==> config.mk <==
export PLATFORM = sky130hd
export DESIGN_NAME = lnds_ctrl
export DESIGN_NICKNAME = d
export VERILOG_FILES = /design/src/hw/rtl/lnds_pkg.sv /design/src/hw/rtl/lnds_ctrl.sv
export SDC_FILE = /design/constraint.sdc
export NUM_CORES = 1
export LEC_CHECK = 0
export ABC_AREA = 1
export BUFFER_PORTS_ARGS = -buffer_cell sky130_fd_sc_hd__buf_2
export CAP_MARGIN = 10
export CORE_AREA = 2 2 39 41
export CTS_CLUSTER_DIAMETER = 150
export CTS_CLUSTER_SIZE = 25
export DETAILED_ROUTE_END_ITERATION = 10
export DIE_AREA = 0 0 41 43
export PLACE_DENSITY = 0.54
export SLEW_MARGIN = 40
export SYNTH_ARGS = -nofsm -noshare
export SYNTH_HDL_FRONTEND = slang
export SYNTH_SLANG_ARGS = --single-unit
==> constraint.sdc <==
create_clock -name clk -period 1.49 [get_ports clk]
set_input_delay 0.3725 -clock clk [delete_from_list [all_inputs] [get_ports clk]]
set_output_delay 0.3725 -clock clk [all_outputs]
set_load 0.05 [all_outputs]
==> src/hw/rtl/lnds_pkg.sv <==
// Shared package for the longest non-decreasing subsequence block.
// Holds the field widths, parameter defaults and the controller/datapath interface structs.
// Depends on nothing.
package lnds_pkg;

  // Parameter defaults.
  localparam int unsigned MAX_LEN_DEF    = 256;
  localparam int unsigned VALUE_BITS_DEF = 32;

  // Fixed port field widths.
  localparam int unsigned VALUE_W = 32;
  localparam int unsigned LEN_W   = 9;
  localparam int unsigned IDX_W   = 8;

  // The element index saturates at this value.
  localparam logic [IDX_W-1:0] IDX_MAX = {IDX_W{1'b1}};

  // Commands from the controller to the datapath.
  typedef struct packed {
    logic load;      // capture the incoming transaction, clear state on start
    logic init;      // compute the first probe from the search bounds
    logic step;      // one search step on the tail read back from memory
    logic update;    // write the tail, update the counters and the results
    logic out_load;  // move the results into the output register
  } cmd_t;

  // Status from the datapath to the controller.
  typedef struct packed {
    logic init_more;  // the initial search range is not empty
    logic step_more;  // the range is still not empty after this step
    logic out_free;   // the output register can take a new result
  } status_t;

endpackage

==> src/hw/rtl/lnds_ctrl.sv <==
// Controller for the longest non-decreasing subsequence block.
// Sequences accept, binary search, update and output hand-off.
// Depends on lnds_pkg.
module lnds_ctrl (
  input  logic              clk,
  input  logic              rst,
  input  logic              in_valid,
  output logic              in_ready,
  input  lnds_pkg::status_t status,
  output lnds_pkg::cmd_t    cmd
);

  typedef enum logic [4:0] {
    ST_IDLE   = 5'b00001,
    ST_START  = 5'b00010,
    ST_SEARCH = 5'b00100,
    ST_UPDATE = 5'b01000,
    ST_DONE   = 5'b10000
  } state_t;

  state_t state;
  state_t state_next;

  // Input is refused while reset is held so that no transaction is dropped.
  assign in_ready = (state == ST_IDLE) && !rst;

  always_comb begin
    state_next   = state;
    cmd          = '0;
    case (state)
      ST_IDLE: begin
        if (in_valid && in_ready) begin
          cmd.load   = 1'b1;
          state_next = ST_START;
        end
      end
      ST_START: begin
        cmd.init   = 1'b1;
        state_next = status.init_more ? ST_SEARCH : ST_UPDATE;
      end
      ST_SEARCH: begin
        cmd.step = 1'b1;
        if (!status.step_more) begin
          state_next = ST_UPDATE;
        end
      end
      ST_UPDATE: begin
        cmd.update = 1'b1;
        state_next = ST_DONE;
      end
      ST_DONE: begin
        if (status.out_free) begin
          cmd.out_load = 1'b1;
          state_next   = ST_IDLE;
        end
      end
      default: begin
        state_next = ST_IDLE;
      end
    endcase
  end

  always_ff @(posedge clk) begin
    if (rst) begin
      state <= ST_IDLE;
    end else begin
      state <= state_next;
    end
  end

endmodule

==> Implementation_results.wiki, run 1 <==
{| class="wikitable"
! Metric !! Value
|-
| Status || finished, violations left
|-
| Violated checks || setup timing
|-
| Period utilisation layout || 106.4%
|-
| Met2 track demand over resource in global routing || a little under 20%
|-
| Max stage delay cell, worst path || dfxtp_2
|-
| Fraction of synthesized cell area taken by the top area cell type || between 20% and 30%
|-
| Routed wire per std cell || 9.959 µm
|-
| Register with the most flip-flops || state
|-
| Number of optimization iterations in the first detailed-route pass || 4
|-
| Hpwl dp || 591.1 µm
|-
| Total count of hold-check failures in the final report || 0
|-
| Total Wirelength || 976 µm
|-
| Number of levels in the clock H-tree || 1
|-
| Cell Area, Placed || around 480 µm²
|-
| Fillers || roughly 140
|-
| Fraction of final layout cells sized beyond drive strength 1 || 67.07%
|-
| Global routing usage on met3 || roughly 3.1%
|-
| Synth-to-layout area growth || 90.21%
|-
| Element type at the critical path end || output pin
|-
| Static leakage || 0.3281 nW
|-
| Pre-CTS worst setup slack || around 11 ps
|-
| Number of buffers inserted during clock tree synthesis || 3
|-
| DRC violation count after routing || 0
|-
| Final Max Slew Viols || 0
|-
| Global-route congestion overflow total || 0
|-
| Share of synthesized area occupied by flip-flops and latches || about 28%
|-
| Total vias in the final route || roughly 430
|-
| Min-delay worst type || input port to flip-flop
|-
| Die height || between 40 and 50 µm
|-
| Most repeated library cell on the critical path || buf_6
|-
| Yosys top cell by area || dfxtp_1
|-
| Flip-flop count of the largest register, all copies and words added || 5
|-
| Fin Hold WS || 394.7 ps
|-
| Synthesized flop and latch total || 5
|-
| Maximum count of clock buffers along a single path || 2
|-
| Max_cap viols || 0
|-
| Core Area || between 1000 and 1500 µm²
|-
| Via count of the first global-routing pass || 408
|-
| First-pass GRT wire length || ~1.6 mm
|-
| Leading post-synthesis cells by cell area || dfxtp_1 (28%), inv_1 (12%), nor2_4 (9.4%)
|-
| Slew of the pin with the lowest slew margin || between 200 and 250 ps
|-
| Clock tree from TritonCTS || built
|-
| Largest registers ranked by flip-flop count || state x5
|-
| Nets || a little under 90
|-
| Synthesis Warnings || 0
|-
| Synth Net Count || 60
|-
| Sum of internal, switching and leakage power || approximately 480 µW
|-
| Mapped Cells || 54
|-
| Relative slew slack || between 80% and 90%
|-
| Total routing usage reported by global routing || a little over an eighth
|-
| Post-layout minimum cycle time || approximately 1600 ps
|-
| Maximum fanout encountered on the critical timing path || 4
|-
| Maximum clock rate || approximately 630 MHz
|-
| Antenna violations before repair || 0
|-
| Routability congestion estimate from global placement || a little over 0.7
|-
| Worst vdd ir || between 400 and 500 µV
|-
| Unrepaired setup endpoints after global routing || yes
|-
| Clock insertion delay at the later pin of the skew report || ~240 ps
|-
| Root buffer selected by CTS || clkbuf_4
|-
| Number of sinks driven by the clock tree || 5
|-
| Buffers on Ports || 11
|-
| Grt peak-use layer || met2
|-
| Top Ports || 12
|-
| Critical path data arrival time || 1210 ps
|-
| Sequence of cells on the critical path || buf_6, nor2_4, nand3_2, nor2_2, buf_6
|-
| Final cell area excluding filler cells || between 600 and 700 µm²
|-
| Summed instance area of the synthesized netlist || 357.8 µm²
|-
| Post-route antenna net violation count || 0
|-
| Horizontal die dimension || ~41 µm
|-
| Mapped Avg Cell Area || around 6.6 µm²
|-
| Clock transition at path regs || 40 ps
|-
| Peak per-stage delay on the critical path || approximately 310 ps
|-
| Type of the setup path with the least slack || flip-flop to output pin
|-
| Kind of start point of the critical path || flip-flop
|-
| Initial DRC count || 5
|-
| Count of different cell masters after synthesis || 16
|-
| Setup slack after layout || -95.53 ps
|-
| P per Cell Area || 698.3 nW/µm²
|-
| Leading cell type in the layout, fill and taps excluded || buf_4
|-
| Most used cells in the layout excluding fill and tap cells || buf_4 (12), inv_1 (8), nand2_1 (7)
|-
| # diodes || 0
|-
| Maximum number of pins on one net before global-route repair || 9
|-
| Area of the die || between 1500 and 2000 µm²
|-
| Finish-stage setup viols || 6
|-
| Post-Route Skew || between 1.5 and 2 ps
|-
| Final setup TNS || -435.6 ps
|-
| Post-DR vias/cell || 4.429
|-
| Met1 Usage GRT || 16.08%
|-
| Required time at the endpoint of the critical path || around 1100 ps
|-
| Rows || 14
|-
| Initial standard-cell utilization of the core || ~26%
|}
==> layout make-up <==
| class | instances | area [µm²] | area share [%] |
|---|---|---|---|
| repair buffers | 26 | 227.7 | 33.46 |
| flip-flops and latches | 5 | 106.4 | 15.62 |
| inverters | 12 | 45.04 | 6.618 |
| multi-input cells | 35 | 255.2 | 37.50 |
| well taps | 16 | 20.02 | 2.941 |
| clock buffers | 4 | 26.28 | 3.860 |
==> critical path, delay by kind of cell (launching register included) <==
kind | cells | cell delay [ps]
and+or+nand+nor | 3 | 390
DFF | 1 | 310
buffers and inverters | 2 | 270
==> final timing paths <==
check,start,cells past startpoint,endpoint,slack (ps)
max,state[0],5,cmd[0],-100
min reg2reg,state[3],5,state[1],650
max reg2reg,state[0],10,state[4],120
min,status[2],3,state[2],390
==> Yosys cell counts, drive strengths merged <==
master / instances
nor2: 10
o21ai: 1
nand3: 4
clkbuf: 1
nand2: 11
nor3: 2
nand4: 2
inv: 12
a21oi: 5
dfxtp: 5
buf: 1
==> routing by layer <==
layer	wire length (µm)	vias up
met4	29	0
met1	377	193
li1	-	221
met5	0	-
met3	51	5
met2	518	15
==> what timing repair did <==
item	4_1_cts	5_1_grt
hold endpoints to repair	0	0
hold buffers	0	0
gates resized for setup	24	11
setup endpoints to repair	6	7
setup buffers	9	1
pin swaps	5	7
==> stage by stage <==
step / utilization (%) / std cells
floorplan: - / 54
global placement: 34.81 / 85
detailed placement: 34.81 / 85
CTS: 46.65 / 98
global route: 49.19 / 98
finish: 49.19 / 98
==> report_power, final <==
part | switching, mW | leakage (nW) | total, mW | internal, mW
Combinational | 0.0990 | 0.271 | 0.175 | 0.0760
Sequential | 0.00449 | 0.0425 | 0.147 | 0.142
Clock | 0.0522 | 0.0150 | 0.153 | 0.101
==> logic make-up after synthesis <==
logic type	synth area share, %
buf+inv	16.08
compound gates	9.440
simple gates	46.50
flops	27.97
Note: power is estimated with default switching activity, not from simulation.
==> run 2: changes to the inputs <==
--- a/config.mk
+++ b/config.mk
@@ -18,3 +18,4 @@
 export SYNTH_ARGS = -nofsm -noshare
 export SYNTH_HDL_FRONTEND = slang
 export SYNTH_SLANG_ARGS = --single-unit
+export TNS_END_PERCENT = 10
==> run 2 against run 1 <==
  * The flow still finishes with violations (setup timing)
  * Sequential share of layout area is 2.8 points higher
  * Highest routed layer unchanged
  * Sequential power is essentially flat
  * Final cell count is 9.2% lower
  * Power shrank 6.7%
  * Count of clock-buffer cells in the layout is the same
==> Implementation_results.wiki, run 2 (synthesized netlist as in run 1, its figures left out) <==
{| class="wikitable"
! Metric !! Value
|-
| Synth-to-layout area growth || 55.59%
|-
| Total Wirelength || around 740 µm
|-
| Hpwl dp || around 590 µm
|-
| Total count of hold-check failures in the final report || 0
|-
| Fillers || between 150 and 200
|-
| Max_cap viols || 0
|-
| Maximum number of pins on one net before global-route repair || 9
|-
| Routability congestion estimate from global placement || slightly above 0.7
|-
| Fin Hold WS || roughly 390 ps
|-
| DRC violation count after routing || 0
|-
| Top Ports || 12
|-
| Clock insertion delay at the later pin of the skew report || 240 ps
|-
| Maximum clock rate || between 600 and 700 MHz
|-
| Register with the most flip-flops || state
|-
| Status || finished, violations left
|-
| # diodes || 0
|-
| End of the worst register-to-register path || state[0]
|-
| Clock transition at path regs || roughly 40 ps
|-
| First-pass GRT wire length || 1.214 mm
|-
| Antenna violations before repair || 0
|-
| Clock tree from TritonCTS || built
|-
| Global-route congestion overflow total || 0
|-
| Post-Route Skew || about 3.3 ps
|-
| Final Max Slew Viols || 0
|-
| Horizontal die dimension || between 40 and 50 µm
|-
| Fraction of final layout cells sized beyond drive strength 1 || between 40% and 50%
|-
| Final cell area excluding filler cells || ~560 µm²
|-
| Rows || 14
|-
| Initial standard-cell utilization of the core || 25.86%
|-
| Root buffer selected by CTS || clkbuf_4
|-
| Post-DR vias/cell || 4.247
|-
| Met1 Usage GRT || 14.15%
|-
| Peak per-stage delay on the critical path || approximately 320 ps
|-
| Violated checks || setup timing
|-
| Core Area || approximately 1400 µm²
|-
| Static leakage || between 0.2 and 0.3 nW
|-
| Required time at the endpoint of the critical path || 1120 ps
|-
| Worst vdd ir || slightly below 500 µV
|-
| P per Cell Area || 796.1 nW/µm²
|-
| Flip-flop count of the largest register, all copies and words added || 5
|-
| Sequence of cells on the critical path || nor2_4, nand2_4, nor2_4, inv_2, nor3_4, buf_6
|-
| Area of the die || between 1500 and 2000 µm²
|-
| Met2 track demand over resource in global routing || 12.81%
|-
| Routed wire per std cell || between 8 and 9 µm
|-
| Grt peak-use layer || met1
|-
| Start point of the worst min-delay path || status[2]
|-
| Number of buffers inserted during clock tree synthesis || 3
|-
| Buffers inserted by post-CTS timing repair || 0
|-
| Number of sinks driven by the clock tree || 5
|-
| Number of levels in the clock H-tree || 1
|-
| Type of the setup path with the least slack || flip-flop to output pin
|-
| Most used cells in the layout excluding fill and tap cells || inv_1 (11), nand2_1 (8), buf_4 (6)
|-
| Unrepaired setup endpoints after global routing || yes
|-
| Multi-input gate area in the final layout || ~220 µm²
|-
| Buffers on Ports || 11
|-
| Number of optimization iterations in the first detailed-route pass || 2
|-
| Leading cell type in the layout, fill and taps excluded || inv_1
|-
| Most repeated library cell on the critical path || nor2_4
|-
| Total routing usage reported by global routing || 10.64%
|-
| Finish-stage setup viols || 6
|-
| Setup slack after layout || -118.4 ps
|-
| Relative slew slack || 87.31%
|-
| Total vias in the final route || approximately 380
|-
| Destination of the worst hold path || state[2]
|-
| Max stage delay cell, worst path || dfxtp_2
|-
| Min-delay worst type || input port to flip-flop
|-
| Cell Area, Placed || 481.7 µm²
|-
| R2R Setup Slk || ~370 ps
|-
| Maximum count of clock buffers along a single path || 2
|-
| Kind of start point of the critical path || flip-flop
|-
| Reg2Reg Launch Point || state[0]
|-
| Post-layout minimum cycle time || 1608 ps
|-
| Via count of the first global-routing pass || around 320
|-
| Slew of the pin with the lowest slew margin || 190.3 ps
|-
| Depth of the worst register-to-register path || 7
|-
| Nets || 80
|-
| Die height || 43 µm
|-
| Initial DRC count || 6
|-
| Post-route antenna net violation count || 0
|-
| Maximum fanout encountered on the critical timing path || 3
|-
| Hold Path Depth || 3
|-
| Period utilisation layout || 107.9%
|-
| Element type at the critical path end || output pin
|-
| Critical path data arrival time || roughly 1200 ps
|-
| Largest registers ranked by flip-flop count || state x5
|-
| Sequential cell area in the final layout || 102.6 µm²
|-
| Sum of internal, switching and leakage power || around 440 µW
|-
| Global routing usage on met3 || ~3.1%
|}
## run 2: changes by cell type in the layout (fill, tap and decap cells not counted), moves of 2 or more
| cell | change |
|---|---|
| buf_4 | -6 |
| dfxtp_1 | +3 |
| dfxtp_2 | -3 |
| inv_1 | +3 |
| inv_2 | -3 |
| buf_8 | -2 |
| nand3_1 | +2 |
| nand3_2 | -2 |
| nor2_4 | -2 |
## run 2: metrics by stage
step | cells | util, % | setup WS (ps) | TNS, ps
2_1_floorplan | 54 | - | -65.19 | -120.2
3_3_place_gp | 85 | 34.81 | 27.41 | 0
3_5_place_dp | 85 | 34.81 | 11.24 | 0
4_1_cts | 89 | 39.96 | -118.2 | -508.5
5_1_grt | 89 | 40.24 | -208.1 | -962.2
6_report | 89 | 40.24 | -118.4 | -477.6
## run 2: what timing repair did
| item | 4_1_cts | 5_1_grt |
|---|---|---|
| hold buffers | 0 | 0 |
| endpoints found under the setup margin | 6 | 6 |
| resized for setup | 15 | 1 |
| cloned | 0 | 0 |
## run 2: worst max path at each step
stage / start / end / slack, ps / depth (start not counted)
6_report: state[3] / cmd[4] / -120 / 6
5_1_grt: state[3] / cmd[4] / -210 / 6
4_1_cts: state[3] / cmd[4] / -120 / 6
3_3_place_gp: state[2] / cmd[4] / 30 / 6
2_1_floorplan: state[3] / in_ready / -70 / 5
3_5_place_dp: state[3] / cmd[4] / 10 / 6
## run 2: power by group
group	internal, mW	switching (mW)
Sequential	0.141	0.00335
Combinational	0.0556	0.0886
Clock	0.101	0.0534
## run 2: area by class of cell
class / instances / area share [%]
Multi-Input combinational cell: 35 / 39.78
Clock buffer: 4 / 4.719
Tap cell: 16 / 3.596
Sequential cell: 5 / 18.43
Inverter: 12 / 8.090
Timing Repair Buffer: 17 / 25.39
## run 2: per-layer routing
| layer | wire length (µm) | vias up |
|---|---|---|
| met2 | 327 | 13 |
| met3 | 47 | 2 |
| met4 | 12 | 0 |
| met1 | 350 | 158 |
| li1 | - | 205 |
| met5 | 0 | - |
## run 2: critical path: cells and delay by family (launching register included)
family | cells | cell delay (ps)
buf+inv | 2 | 250
flops | 1 | 320
simple gates | 4 | 430
